**config.mk**
```make
export PLATFORM = sky130hd
export DESIGN_NAME = xmodem_checksum_receiver_flat
export DESIGN_NICKNAME = d
export VERILOG_FILES = /design/src/design/xcr_pkg.sv /design/src/design/xcr_if.sv /design/src/design/xcr_front.sv /design/src/design/xcr_queue.sv /design/src/design/xcr_engine.sv /design/src/design/xmodem_checksum_receiver.sv /design/src/flat_wrapper.sv
export SDC_FILE = /design/constraint.sdc
export NUM_CORES = 1
export LEC_CHECK = 0
export BUFFER_PORTS_ARGS = -buffer_cell sky130_fd_sc_hd__buf_4
export CORE_ASPECT_RATIO = 0.5
export CORE_MARGIN = 5
export CORE_UTILIZATION = 60
export CTS_CLUSTER_DIAMETER = 100
export CTS_CLUSTER_SIZE = 40
export DETAILED_ROUTE_END_ITERATION = 10
export PLACE_DENSITY = 0.8
export SETUP_SLACK_MARGIN = 0.15
export SLEW_MARGIN = 10
export SYNTH_ARGS = -nofsm -noshare
export SYNTH_HDL_FRONTEND = slang
export SYNTH_SLANG_ARGS = --single-unit
```
**constraint.sdc**
```tcl
create_clock -name clk_i -period 4 [get_ports clk_i]
set_input_delay 0.6 -clock clk_i [delete_from_list [all_inputs] [get_ports clk_i]]
set_output_delay 0.6 -clock clk_i [all_outputs]
set_load 0.02 [all_outputs]
```
**src/design/xcr_pkg.sv**
```systemverilog
// ----------------------------------------------------------------------------
// XMODEM checksum receiver package
// Shared constants, codes and types for the receiver front end, word queue
// and protocol engine.
// ----------------------------------------------------------------------------
package xcr_pkg;

  // Default payload length of one packet.
  localparam int unsigned PayloadBytesDefault = 128;

  // Register reset values.
  localparam logic [15:0] TimeoutTicksReset = 16'd1000;
  localparam logic [7:0]  RetryLimitReset   = 8'd60;

  // Configuration register indexes.
  localparam logic CfgTimeoutTicks = 1'b0;
  localparam logic CfgRetryLimit   = 1'b1;

  // Protocol characters.
  localparam logic [7:0] ChSoh  = 8'h01;
  localparam logic [7:0] ChEot  = 8'h04;
  localparam logic [7:0] ChAck  = 8'h06;
  localparam logic [7:0] ChNack = 8'h15;

  // Request codes on the input channel.
  localparam logic [1:0] ReqByte  = 2'd0;
  localparam logic [1:0] ReqTick  = 2'd1;
  localparam logic [1:0] ReqStart = 2'd2;

  // Result kinds.
  localparam logic KindPayload = 1'b0;
  localparam logic KindReply   = 1'b1;

  // Transfer end codes.
  localparam logic [1:0] EndNone  = 2'd0;
  localparam logic [1:0] EndEot   = 2'd1;
  localparam logic [1:0] EndAbort = 2'd2;

  // Depth of the queue between front end and engine.
  localparam int unsigned QueueDepth = 2;

  // Classified operation held in the queue.
  typedef enum logic [1:0] {
    OP_BYTE,
    OP_TICK,
    OP_START
  } op_e;

  // One classified word.
  typedef struct packed {
    op_e        op;
    logic [7:0] data;
    logic       is_soh;
    logic       is_eot;
  } item_t;

  // Queue head as seen by the engine.
  typedef struct packed {
    logic  valid;
    item_t item;
  } qhead_t;

  // One result word.
  typedef struct packed {
    logic       result_kind;
    logic [7:0] out_byte;
    logic [6:0] byte_offset;
    logic [7:0] block_number;
    logic [1:0] transfer_end;
  } result_t;

endpackage

```
**src/design/xcr_if.sv**
```systemverilog
// ----------------------------------------------------------------------------
// XMODEM receiver channel interfaces
// Valid/ready channels for request words and result words.
// ----------------------------------------------------------------------------

// Request channel: received bytes, ticks and start commands.
interface xcr_req_if;
  logic       valid;
  logic       ready;
  logic [1:0] req_type;
  logic [7:0] rx_byte;

  modport source (output valid, output req_type, output rx_byte, input ready);
  modport sink   (input valid, input req_type, input rx_byte, output ready);
endinterface

// Result channel: payload bytes and reply bytes.
interface xcr_res_if;
  logic       valid;
  logic       ready;
  logic       result_kind;
  logic [7:0] out_byte;
  logic [6:0] byte_offset;
  logic [7:0] block_number;
  logic [1:0] transfer_end;

  modport source (output valid, output result_kind, output out_byte,
                  output byte_offset, output block_number, output transfer_end,
                  input ready);
  modport sink   (input valid, input result_kind, input out_byte,
                  input byte_offset, input block_number, input transfer_end,
                  output ready);
endinterface

```
**src/design/xcr_front.sv**
```systemverilog
// ----------------------------------------------------------------------------
// XMODEM receiver front end
// Accepts request words, drops unknown requests and classifies the rest
// into queue items with the control characters already decoded.
// ----------------------------------------------------------------------------
module xcr_front (
  xcr_req_if.sink        req,
  input  logic           q_ready_i,
  output logic           push_o,
  output xcr_pkg::item_t item_o
);

  // The front end takes a word whenever the queue has room.
  assign req.ready = q_ready_i;

  // Classify the request; unknown codes are accepted and dropped.
  always_comb begin
    push_o         = 1'b0;
    item_o.op      = xcr_pkg::OP_BYTE;
    item_o.data    = req.rx_byte;
    item_o.is_soh  = (req.rx_byte == xcr_pkg::ChSoh);
    item_o.is_eot  = (req.rx_byte == xcr_pkg::ChEot);
    unique case (req.req_type)
      xcr_pkg::ReqByte: begin
        item_o.op = xcr_pkg::OP_BYTE;
        push_o    = req.valid;
      end
      xcr_pkg::ReqTick: begin
        item_o.op = xcr_pkg::OP_TICK;
        push_o    = req.valid;
      end
      xcr_pkg::ReqStart: begin
        item_o.op = xcr_pkg::OP_START;
        push_o    = req.valid;
      end
      default: begin
        push_o = 1'b0;
      end
    endcase
  end

endmodule

```
**src/design/xcr_queue.sv**
```systemverilog
// ----------------------------------------------------------------------------
// XMODEM receiver word queue
// Small FIFO that decouples the front end from the protocol engine.
// ----------------------------------------------------------------------------
module xcr_queue (
  input  logic            clk_i,
  input  logic            rst_ni,
  input  logic            push_i,
  input  xcr_pkg::item_t  item_i,
  output logic            ready_o,
  input  logic            pop_i,
  output xcr_pkg::qhead_t head_o
);

  localparam int unsigned PtrW = (xcr_pkg::QueueDepth > 1) ?
                                 $clog2(xcr_pkg::QueueDepth) : 1;
  localparam int unsigned CntW = $clog2(xcr_pkg::QueueDepth + 1);
  localparam logic [CntW-1:0] Full    = CntW'(xcr_pkg::QueueDepth);
  localparam logic [PtrW-1:0] LastPtr = PtrW'(xcr_pkg::QueueDepth - 1);

  xcr_pkg::item_t  mem_q [xcr_pkg::QueueDepth];
  logic [PtrW-1:0] wr_ptr_q, wr_ptr_d;
  logic [PtrW-1:0] rd_ptr_q, rd_ptr_d;
  logic [CntW-1:0] count_q, count_d;
  logic            do_push, do_pop;

  assign ready_o      = (count_q != Full);
  assign do_push      = push_i && ready_o;
  assign do_pop       = pop_i && (count_q != '0);
  assign head_o.valid = (count_q != '0);
  assign head_o.item  = mem_q[rd_ptr_q];

  // Pointer and fill count update.
  always_comb begin
    wr_ptr_d = wr_ptr_q;
    rd_ptr_d = rd_ptr_q;
    count_d  = count_q;
    if (do_push) begin
      wr_ptr_d = (wr_ptr_q == LastPtr) ? '0 : wr_ptr_q + PtrW'(1);
    end
    if (do_pop) begin
      rd_ptr_d = (rd_ptr_q == LastPtr) ? '0 : rd_ptr_q + PtrW'(1);
    end
    if (do_push && !do_pop) begin
      count_d = count_q + CntW'(1);
    end else if (do_pop && !do_push) begin
      count_d = count_q - CntW'(1);
    end
  end

  always_ff @(posedge clk_i or negedge rst_ni) begin
    if (!rst_ni) begin
      wr_ptr_q <= '0;
      rd_ptr_q <= '0;
      count_q  <= '0;
    end else begin
      wr_ptr_q <= wr_ptr_d;
      rd_ptr_q <= rd_ptr_d;
      count_q  <= count_d;
    end
  end

  // Storage is written only on a push.
  always_ff @(posedge clk_i) begin
    if (do_push) begin
      mem_q[wr_ptr_q] <= item_i;
    end
  end

endmodule

```
**src/design/xcr_engine.sv**
```systemverilog
// ----------------------------------------------------------------------------
// XMODEM receiver protocol engine
// Holds the configuration registers and the transfer state, executes one
// queued word per cycle while the output register that keeps the result word is free or being taken.
// ----------------------------------------------------------------------------
module xcr_engine #(
  parameter int unsigned PayloadBytes = xcr_pkg::PayloadBytesDefault
) (
  input  logic            clk_i,
  input  logic            rst_ni,
  input  logic            cfg_we_i,
  input  logic            cfg_idx_i,
  input  logic [15:0]     cfg_data_i,
  input  xcr_pkg::qhead_t head_i,
  output logic            pop_o,
  xcr_res_if.source       res
);

  localparam int unsigned IdxW = $clog2(PayloadBytes + 3);
  localparam logic [IdxW-1:0] LastIdx = IdxW'(PayloadBytes + 2);

  // Configuration registers.
  logic [15:0] timeout_ticks_q;
  logic [7:0]  retry_limit_q;

  // Transfer state.
  logic            receiving_q, receiving_d;
  logic            in_packet_q, in_packet_d;
  logic [IdxW-1:0] byte_index_q, byte_index_d;
  logic [7:0]      expected_block_q, expected_block_d;
  logic [7:0]      received_block_q, received_block_d;
  logic [7:0]      running_sum_q, running_sum_d;
  logic [15:0]     ticks_left_q, ticks_left_d;
  logic [7:0]      retries_left_q, retries_left_d;

  // Output register.
  logic             out_valid_q, out_valid_d;
  xcr_pkg::result_t out_q, out_d;
  logic             has_result;
  xcr_pkg::result_t result;

  xcr_pkg::item_t item;

  assign item  = head_i.item;
  assign pop_o = head_i.valid && (!out_valid_q || res.ready);

  // Configuration writes.
  always_ff @(posedge clk_i or negedge rst_ni) begin
    if (!rst_ni) begin
      timeout_ticks_q <= xcr_pkg::TimeoutTicksReset;
      retry_limit_q   <= xcr_pkg::RetryLimitReset;
    end else if (cfg_we_i) begin
      unique case (cfg_idx_i)
        xcr_pkg::CfgTimeoutTicks: timeout_ticks_q <= cfg_data_i;
        xcr_pkg::CfgRetryLimit:   retry_limit_q   <= cfg_data_i[7:0];
        default:                  timeout_ticks_q <= timeout_ticks_q;
      endcase
    end
  end

  // Execute the word at the head of the queue.
  always_comb begin
    receiving_d         = receiving_q;
    in_packet_d         = in_packet_q;
    byte_index_d        = byte_index_q;
    expected_block_d    = expected_block_q;
    received_block_d    = received_block_q;
    running_sum_d       = running_sum_q;
    ticks_left_d        = ticks_left_q;
    retries_left_d      = retries_left_q;
    has_result          = 1'b0;
    result.result_kind  = xcr_pkg::KindReply;
    result.out_byte     = xcr_pkg::ChNack;
    result.byte_offset  = '0;
    result.block_number = expected_block_q;
    result.transfer_end = xcr_pkg::EndNone;

    unique case (item.op)
      xcr_pkg::OP_START: begin
        receiving_d      = 1'b1;
        in_packet_d      = 1'b0;
        byte_index_d     = '0;
        running_sum_d    = '0;
        expected_block_d = 8'd1;
        ticks_left_d     = timeout_ticks_q;
        retries_left_d   = retry_limit_q;
      end

      xcr_pkg::OP_TICK: begin
        // Idle timer; a timeout costs one retry or aborts the transfer.
        if (receiving_q) begin
          if (ticks_left_q != '0) begin
            ticks_left_d = ticks_left_q - 16'd1;
          end else begin
            ticks_left_d = timeout_ticks_q;
            has_result   = 1'b1;
            if (retries_left_q != '0) begin
              retries_left_d = retries_left_q - 8'd1;
            end else begin
              receiving_d         = 1'b0;
              in_packet_d         = 1'b0;
              result.transfer_end = xcr_pkg::EndAbort;
            end
          end
        end
      end

      xcr_pkg::OP_BYTE: begin
        if (receiving_q && in_packet_q) begin
          // Walk through block number, complement, payload and checksum.
          byte_index_d = byte_index_q + IdxW'(1);
          if (byte_index_q == '0) begin
            received_block_d = item.data;
          end else if (byte_index_q == IdxW'(1)) begin
            received_block_d = received_block_q;
          end else if (byte_index_q != LastIdx) begin
            running_sum_d      = running_sum_q + item.data;
            has_result         = 1'b1;
            result.result_kind = xcr_pkg::KindPayload;
            result.out_byte    = item.data;
            result.byte_offset = 7'(byte_index_q - IdxW'(2));
          end else begin
            in_packet_d  = 1'b0;
            byte_index_d = '0;
            has_result   = 1'b1;
            if ((received_block_q == expected_block_q) &&
                (running_sum_q == item.data)) begin
              expected_block_d = expected_block_q + 8'd1;
              result.out_byte  = xcr_pkg::ChAck;
            end
          end
        end else if (receiving_q) begin
          // Between packets only SOH and EOT mean something.
          byte_index_d = '0;
          if (item.is_soh) begin
            in_packet_d    = 1'b1;
            running_sum_d  = '0;
            ticks_left_d   = timeout_ticks_q;
            retries_left_d = retry_limit_q;
          end else if (item.is_eot) begin
            receiving_d         = 1'b0;
            has_result          = 1'b1;
            result.out_byte     = xcr_pkg::ChAck;
            result.transfer_end = xcr_pkg::EndEot;
          end
        end
      end

      default: begin
        has_result = 1'b0;
      end
    endcase
  end

  // Output register: loaded on a pop, cleared when taken.
  always_comb begin
    out_valid_d = out_valid_q;
    out_d       = out_q;
    if (pop_o) begin
      out_valid_d = has_result;
      out_d       = result;
    end else if (res.ready) begin
      out_valid_d = 1'b0;
    end
  end

  always_ff @(posedge clk_i or negedge rst_ni) begin
    if (!rst_ni) begin
      receiving_q      <= 1'b0;
      in_packet_q      <= 1'b0;
      byte_index_q     <= '0;
      expected_block_q <= 8'd1;
      received_block_q <= '0;
      running_sum_q    <= '0;
      ticks_left_q     <= '0;
      retries_left_q   <= '0;
      out_valid_q      <= 1'b0;
    end else begin
      if (pop_o) begin
        receiving_q      <= receiving_d;
        in_packet_q      <= in_packet_d;
        byte_index_q     <= byte_index_d;
        expected_block_q <= expected_block_d;
        received_block_q <= received_block_d;
        running_sum_q    <= running_sum_d;
        ticks_left_q     <= ticks_left_d;
        retries_left_q   <= retries_left_d;
      end
      out_valid_q <= out_valid_d;
    end
  end

  always_ff @(posedge clk_i) begin
    out_q <= out_d;
  end

  assign res.valid        = out_valid_q;
  assign res.result_kind  = out_q.result_kind;
  assign res.out_byte     = out_q.out_byte;
  assign res.byte_offset  = out_q.byte_offset;
  assign res.block_number = out_q.block_number;
  assign res.transfer_end = out_q.transfer_end;

endmodule

```
**src/design/xmodem_checksum_receiver.sv**
```systemverilog
// ----------------------------------------------------------------------------
// XMODEM checksum receiver
// Receives XMODEM packets with an 8-bit additive checksum, passes payload
// bytes on and produces ACK/NACK replies.
// ----------------------------------------------------------------------------
// Usage:
//   req_i carries one word per request: a received UART byte, a millisecond
//   tick or a start command (req_type). res_o carries payload bytes with
//   their offset in the packet, and reply bytes (ACK or NACK) for the sender
//   together with the expected block number and an end-of-transfer code.
//   The configuration port sets the idle timeout in ticks and the number of
//   timeouts tolerated; write it only while no words are in flight.
//   A word is taken every cycle as long as the two-entry queue has room.
//   The engine executes one queued word per cycle while the output register
//   is free or being taken; a result passes through the queue and then the
//   output register before it reaches res_o; the sustained rate is one word per cycle.
//   When the result sink stalls, the output register holds its word, the
//   engine stops and the queue fills; req_i.ready then falls.
//   Reset empties the queue and output, restores the register defaults and
//   leaves the receiver idle with the expected block number at one.
// ----------------------------------------------------------------------------
module xmodem_checksum_receiver #(
  parameter int unsigned PayloadBytes = xcr_pkg::PayloadBytesDefault
) (
  input  logic        clk_i,
  input  logic        rst_ni,
  input  logic        cfg_we_i,
  input  logic        cfg_idx_i,
  input  logic [15:0] cfg_data_i,
  xcr_req_if.sink     req_i,
  xcr_res_if.source   res_o
);

  logic            push;
  logic            q_ready;
  logic            pop;
  xcr_pkg::item_t  item;
  xcr_pkg::qhead_t head;

  // Front end: accept and classify.
  xcr_front u_front (
    .req       (req_i),
    .q_ready_i (q_ready),
    .push_o    (push),
    .item_o    (item)
  );

  // Queue between front end and engine.
  xcr_queue u_queue (
    .clk_i   (clk_i),
    .rst_ni  (rst_ni),
    .push_i  (push),
    .item_i  (item),
    .ready_o (q_ready),
    .pop_i   (pop),
    .head_o  (head)
  );

  // Protocol engine with output register.
  xcr_engine #(
    .PayloadBytes (PayloadBytes)
  ) u_engine (
    .clk_i      (clk_i),
    .rst_ni     (rst_ni),
    .cfg_we_i   (cfg_we_i),
    .cfg_idx_i  (cfg_idx_i),
    .cfg_data_i (cfg_data_i),
    .head_i     (head),
    .pop_o      (pop),
    .res        (res_o)
  );

  // A payload word never ends the transfer.
  assert property (@(posedge clk_i) disable iff (!rst_ni)
    (res_o.valid && (res_o.result_kind == xcr_pkg::KindPayload))
      |-> (res_o.transfer_end == xcr_pkg::EndNone))
    else $error("payload word carries an end code");

  // A reply word is always ACK or NACK.
  assert property (@(posedge clk_i) disable iff (!rst_ni)
    (res_o.valid && (res_o.result_kind == xcr_pkg::KindReply))
      |-> ((res_o.out_byte == xcr_pkg::ChAck) || (res_o.out_byte == xcr_pkg::ChNack)))
    else $error("reply word is neither ACK nor NACK");

  // A completed transfer is acknowledged, an aborted one is refused.
  assert property (@(posedge clk_i) disable iff (!rst_ni)
    (res_o.valid && (res_o.transfer_end != xcr_pkg::EndNone))
      |-> ((res_o.transfer_end == xcr_pkg::EndEot) ==
           (res_o.out_byte == xcr_pkg::ChAck)))
    else $error("end code and reply byte disagree");

  // The engine never pops an empty queue.
  assert property (@(posedge clk_i) disable iff (!rst_ni)
    pop |-> head.valid)
    else $error("engine popped an empty queue");

endmodule
```
**src/flat_wrapper.sv**
```systemverilog
// flat-port wrapper written by rule: the top's interface ports become plain ports
module xmodem_checksum_receiver_flat 
#(
  parameter int unsigned PayloadBytes = xcr_pkg::PayloadBytesDefault
)
  (clk_i, rst_ni, cfg_we_i, cfg_idx_i, cfg_data_i, req_i_valid, req_i_req_type, req_i_rx_byte, req_i_ready, res_o_valid, res_o_result_kind, res_o_out_byte, res_o_byte_offset, res_o_block_number, res_o_transfer_end, res_o_ready);
  xcr_req_if req_i_i ();
  xcr_res_if res_o_i ();
  input  logic clk_i;
  input  logic rst_ni;
  input  logic cfg_we_i;
  input  logic cfg_idx_i;
  input  logic [15:0] cfg_data_i;
  input wire logic [$bits(req_i_i.valid)-1:0] req_i_valid;
  input wire logic [$bits(req_i_i.req_type)-1:0] req_i_req_type;
  input wire logic [$bits(req_i_i.rx_byte)-1:0] req_i_rx_byte;
  output wire logic [$bits(req_i_i.ready)-1:0] req_i_ready;
  output wire logic [$bits(res_o_i.valid)-1:0] res_o_valid;
  output wire logic [$bits(res_o_i.result_kind)-1:0] res_o_result_kind;
  output wire logic [$bits(res_o_i.out_byte)-1:0] res_o_out_byte;
  output wire logic [$bits(res_o_i.byte_offset)-1:0] res_o_byte_offset;
  output wire logic [$bits(res_o_i.block_number)-1:0] res_o_block_number;
  output wire logic [$bits(res_o_i.transfer_end)-1:0] res_o_transfer_end;
  input wire logic [$bits(res_o_i.ready)-1:0] res_o_ready;
  assign req_i_i.valid = req_i_valid;
  assign req_i_i.req_type = req_i_req_type;
  assign req_i_i.rx_byte = req_i_rx_byte;
  assign req_i_ready = req_i_i.ready;
  assign res_o_valid = res_o_i.valid;
  assign res_o_result_kind = res_o_i.result_kind;
  assign res_o_out_byte = res_o_i.out_byte;
  assign res_o_byte_offset = res_o_i.byte_offset;
  assign res_o_block_number = res_o_i.block_number;
  assign res_o_transfer_end = res_o_i.transfer_end;
  assign res_o_i.ready = res_o_ready;
  xmodem_checksum_receiver #(.PayloadBytes(PayloadBytes)) u_core (.clk_i(clk_i), .rst_ni(rst_ni), .cfg_we_i(cfg_we_i), .cfg_idx_i(cfg_idx_i), .cfg_data_i(cfg_data_i), .req_i(req_i_i), .res_o(res_o_i));
endmodule
```
* After elaboration in Yosys (flattened, before gate mapping)
Memories as Yosys holds them, arrays and structs flattened.
Index checks and enable logic that the tools add are counted.
** Storage, ports and cells
- Logic and storage cells :: 184
- Memories :: 1
- RAM bits :: 24
- Output and inout bits :: 28
- Register bits :: 113
** Cells by class
- Bitwise operators :: 4
- Multiplexer cells :: 87
- Add/subtract/negate cells :: 10
- Equal/unequal tests :: 29
- Reduce and logical (&&, ||, !) cells :: 34
** Memories
- u_core.u_queue.mem_q :: depth 2, bits a word 12, read ports 1, clocked after Yosys merged registers in 0, write ports 1, line xcr_queue.sv:21 : xcr_pkg::item_t mem_q [xcr_pkg::QueueDepth];
** Operators with widths (count)
- 8-bit two-way mux :: 24
- 16-bit two-way mux :: 5
- 16-bit one-hot mux with 3 select lines :: 1
- 8-bit one-hot mux with 2 select lines :: 3
- 1-bit two-way mux :: 36
- 15-bit two-way mux :: 2
- 2-bit inequality test (second input constant) :: 13
- 8-bit one-hot mux with 3 select lines :: 1
- 5-bit two-way mux :: 4
- 3-bit inequality test (second input constant) :: 6
- 8-bit by 1-bit adder with 8-bit output (second input constant) :: 2
- 8-bit by 1-bit equality test with 1-bit output (second input constant) :: 2
- 8-bit equality test :: 2
- 16-bit nonzero test :: 1
- 16-bit by 1-bit subtractor with 16-bit output (second input constant) :: 1
- 7-bit AND reduction :: 2
- 2-bit two-way mux :: 5
- 10-bit AND reduction :: 1
- 8-bit adder :: 1
- 8-bit by 3-bit equality test with 1-bit output (second input constant) :: 1
- 8-bit logical NOT :: 1
- 8-bit inequality test (second input constant) :: 1
- 2-bit one-hot mux with 2 select lines :: 2
- 8-bit AND reduction :: 1
- other kinds (25) :: 46

* Depth between registers and ports, before layout
An unclocked memory read counts as a cell.
- Depth after elaboration :: 9
- Depth in mapped cells :: 10
- Gate-level depth less buffers :: 8

* Cells and area by module
A second synthesis with hierarchy kept.
** Unflattened totals
- Cell total of the unflattened synthesis :: 643
- Area, all modules :: 7174.4 µm²
** Modules (own cells, without submodules)
- xcr_engine :: cells each 572, area an instance 5972.0 µm², times used 1
- xcr_queue :: cells each 55, area an instance 1078.5 µm², times used 1
- xcr_front :: cells each 16, area an instance 123.9 µm², times used 1

* Worst setup path before layout
Ideal clock, no wire load.
- Kind :: register -> register
- From :: register u_core.u_queue.rd_ptr_q
- To :: register u_core.u_engine.out_q, in the netlist u_core.u_engine.res.out_byte[0], data pin
- Required time :: 3734 ps
- Path buffers :: 3
- Data arrival time :: 3046 ps
- Path slack :: 688 ps
- Stages on the path, launching flop included :: 11
- Path through :: dfrtp_1 buf_2 buf_1 mux2_2 ha_1 or4_1 nor4_1 nand4_1 clkbuf_1 a21boi_0 o21ai_0
** RTL lines
- start: declaration :: line xcr_queue.sv:23 : logic [PtrW-1:0] rd_ptr_q, rd_ptr_d;
- start signal: assignment :: line xcr_queue.sv:58 : rd_ptr_q <= rd_ptr_d;
- end signal: assignment :: line xcr_engine.sv:194 : out_q <= out_d;
- end: declaration :: line xcr_engine.sv:38 : xcr_pkg::result_t out_q, out_d;

==> flow_summary_export.csv <==
group,metric,value,unit
job,max-cap-violations,0,
worst_setup_path,cp.arrival,3820,ps
final_layout,finalNonFillerCells,867,
global_route,grt_use_total,0.248,
clock_network,htreeDepth,4,
timing,skew,8.33,ps
worst_setup_path,critPathBufInv,0,
worst_setup_path,crit_top_cell,"or4_1",
placed_design,dp.cells,835,
power_and_ir_drop,ir_worst_vdd,0.361,mV
min_path,hold_class,"input port to asynchronous set/reset pin",
placed_design,hpwl,11.4,mm
route,drc,0,
timing,rsz0062_at_grt,"false",
worst_setup_path,regToRegEndpoint,"u_core.u_engine.expected_block_q[4]$_DFFE_PN0P_",
global_route,grt_max_degree,62,
placed_design,gp_congestion,0.914,
route,vias,5405,
clock_network,cts_hold_buffers,0,
timing,worst_slew_pin_slew,1060,ps
timing,period_share,0.869,
global_route,grt_pass1_wl,27.6,mm
timing,setup-tns-final,0,ps
worst_setup_path,reg2reg_depth,7,
worst_setup_path,regToRegSetupSlack,530,ps
route,drt-wirelength-per-cell,19.2,um
power_and_ir_drop,p_leak,3.37,nW
floorplanning,fp-row-count,28,
global_route,grt_pass1_vias,5406,
timing,fin_crit,3470,ps
global_route,grt_overflow,0,
synth,yosysTopAreaCellShare,0.269,
final_layout,area_growth,17.2,%
route,drt_iter0_drc,504,
placed_design,numPortBuffers,59,
placed_design,place_area,7710,um2
power_and_ir_drop,p_switching,2.48,mW
floorplanning,ios,60,
power_and_ir_drop,power,6.36,mW
final_layout,drive_above_1_share,0.244,
synth,syn_area_per_cell,11.3,um2
timing,hold_viol,0,
final_layout,n_antenna_cell,0,
floorplanning,start_util,0.606,
route,drt_pass1_iterations,5,
clock_network,cts_setup_buffers,0,
synth,synth_flop_cell,"dfrtp_1",
synth,syn_inst,625,
clock_network,clock_latency,420,ps
status,status,"complete, no violations",
synth,synth_seq_cells,137,
worst_setup_path,start_kind,"flip-flop",
power_and_ir_drop,internal_power,3.87,mW
floorplanning,dieHeight,86.7,um
timing,relSlewSlack,0.289,
worst_setup_path,startpoint,"u_core.u_queue.rd_ptr_q$_DFFE_PN0P_",
power_and_ir_drop,share_seq_of_total_power,0.356,
synth,ys_types,71,
final_layout,nets,741,
clock_network,cts_buffers,17,
clock_network,tritoncts,"yes",
synth,synth_area,7070,um2
synth,synth.top_cells.by_count,"dfrtp_1, edfxtp_1, mux2_2, nor2_1, nand2_1",
route,via_per_inst,6.23,
synth,async_flop_share,0.635,
worst_setup_path,critPathRequiredTime,4350,ps
synth,yosysTopAreaCell,"dfrtp_1",
timing,setup_viol,0,
floorplanning,die_area,14200,um2
worst_setup_path,worst_path_max_delay_cell,"or4_1",
clock_network,clockBufferDepth,2,
worst_setup_path,cp_max_fo,14,
floorplanning,fp.dieW,163,um
final_layout,post-route-cell-area,8280,um2
synth,synth.net_count,677,
clock_network,cts.clk_slew.worst_paths,60,ps
clock_network,ctsResizeCount,0,
route,drtAntennaViolNets,0,
route,wirelength,16.6,mm
worst_setup_path,max_stage_delay,650,ps
worst_setup_path,end_kind,"flip-flop",
power_and_ir_drop,powerDensity,768,nW/um2
worst_setup_path,worst-setup-path-type,"flip-flop to flip-flop",
power_and_ir_drop,clkPwrFrac,0.240,
worst_setup_path,cp_top_family,"simple AND/OR/NAND/NOR gates",
worst_setup_path,path_cells,"mux2_2 -> ha_1 -> or4_1 -> nor4_1 -> nand4_1 -> or4_1 -> a21oi_1",
synth,synth-edff-count,50,
power_and_ir_drop,combPwrFrac,0.404,
synth,yosysWarnings,0,
timing,max_freq,0.288,GHz
clock_network,cts.sinks,137,
synth,ys_seq_area_frac,0.522,
timing,slew_viol_final,0,
synth,synth_most_common_cell,"dfrtp_1",
power_and_ir_drop,swShare,0.391,
global_route,antenna_found_initial,0,
worst_setup_path,r2r-start,"u_core.u_queue.rd_ptr_q$_DFFE_PN0P_",
floorplanning,coreArea,11700,um2
clock_network,root_buffer,"clkbuf_16",
synth,synth_area_leaders,"dfrtp_1, edfxtp_1, mux2_2",
## layout make-up
cell class,count,area (um2)
flip-flops and latches,137,3690
fillers,808,3380
multi-input cells,443,3200
repair buffers,73,548
clock buffers,19,443
well taps,165,206
clock inverters,13,128
inverters,17,63.8
## stage by stage
stage	util	setup WS, ps	hold slack [ps]
2_1_floorplan	-	688	304
3_3_place_gp	0.661	608	465
3_5_place_dp	0.661	577	479
4_1_cts	0.710	557	306
5_1_grt	0.710	311	327
6_report	0.710	525	256
## power groups by stage
stage / clock, mW / sequential (mW) / combinational [mW]
after floorplan: 0 / 2.29 / 1.69
after global placement: 0 / 2.27 / 2.46
after detailed placement: 0 / 2.27 / 2.51
after CTS: 1.53 / 2.26 / 2.54
after global routing: 1.60 / 2.32 / 2.80
final: 1.52 / 2.27 / 2.57
## sequential cells by signal, summed over array words and instances, names as in the netlist, 2 cells and up
register and count:
u_core.u_engine.byte_index_q 8, u_core.u_engine.expected_block_q 8, u_core.u_engine.received_block_q 8, u_core.u_engine.res.block_number 8, u_core.u_engine.res.byte_offset 7, u_core.u_engine.res.out_byte 8
u_core.u_engine.res.transfer_end 2, u_core.u_engine.retries_left_q 8, u_core.u_engine.retry_limit_q 8, u_core.u_engine.running_sum_q 8, u_core.u_engine.ticks_left_q 16, u_core.u_engine.timeout_ticks_q 16
u_core.u_queue.count_q 2, u_core.u_queue.mem_q 24
## how the worst max path moves through the flow
stage          slack [ps]                                               to  depth (start not counted)
4_1_cts               560  u_core.u_engine.expected_block_q[4]$_DFFE_PN0P_                          7
6_report              530  u_core.u_engine.expected_block_q[4]$_DFFE_PN0P_                          7
5_1_grt               310  u_core.u_engine.expected_block_q[4]$_DFFE_PN0P_                          7
3_3_place_gp          610  u_core.u_engine.expected_block_q[4]$_DFFE_PN0P_                          7
3_5_place_dp          580  u_core.u_engine.expected_block_q[4]$_DFFE_PN0P_                          7
2_1_floorplan         690    u_core.u_engine.res.out_byte[0]$_SDFFCE_PN1N_                         10
## layer usage
metal  part of all wire  wire (um)  GRT usage
met4              0.018        297     0.0753
met2               0.47       7820      0.403
met1               0.46       7580      0.341
met5                  0          0          0
met3              0.055        920     0.0532
## layout by cell type, fill, tap and decap left out, types with 5 or more instances in the layout
cell       synthesis  layout
or3_1              5       5
clkinv_2           0       6
xnor2_1            8       8
dfrtp_1           76      76
or4_1             10      10
nor2_1            40      39
o21ai_0           25      25
mux2i_1           20      20
a211oi_1           7       7
o2bb2ai_1         15      15
o311ai_0           5       5
edfxtp_1          50      50
ha_1              19      19
and3_1             9       9
clkbuf_16          0      17
nor3b_1            7       7
dfstp_2           11      11
o31ai_1           14      14
nand3_1           21      21
a21oi_1           14      14
nor3_1            24      24
nand4_1            6       6
o211ai_1          17      17
buf_4              0      73
nand2_1           36      36
or2_2              5       5
xor2_1            14      14
mux2_2            40      40
inv_1             17      17
nor4_1            14      14
## cell families after synthesis
kind of cell / count (synthesis) / synth area share
buffers and inverters: 45 / 0.0258
muxes: 61 / 0.0942
xor gates and xnor gates: 22 / 0.0273
AOI/OAI and AO/OA: 137 / 0.140
DFF: 137 / 0.522
adders and majority gates: 20 / 0.0365
and+or+nand+nor: 203 / 0.154
(Power assumes the default switching activity.)
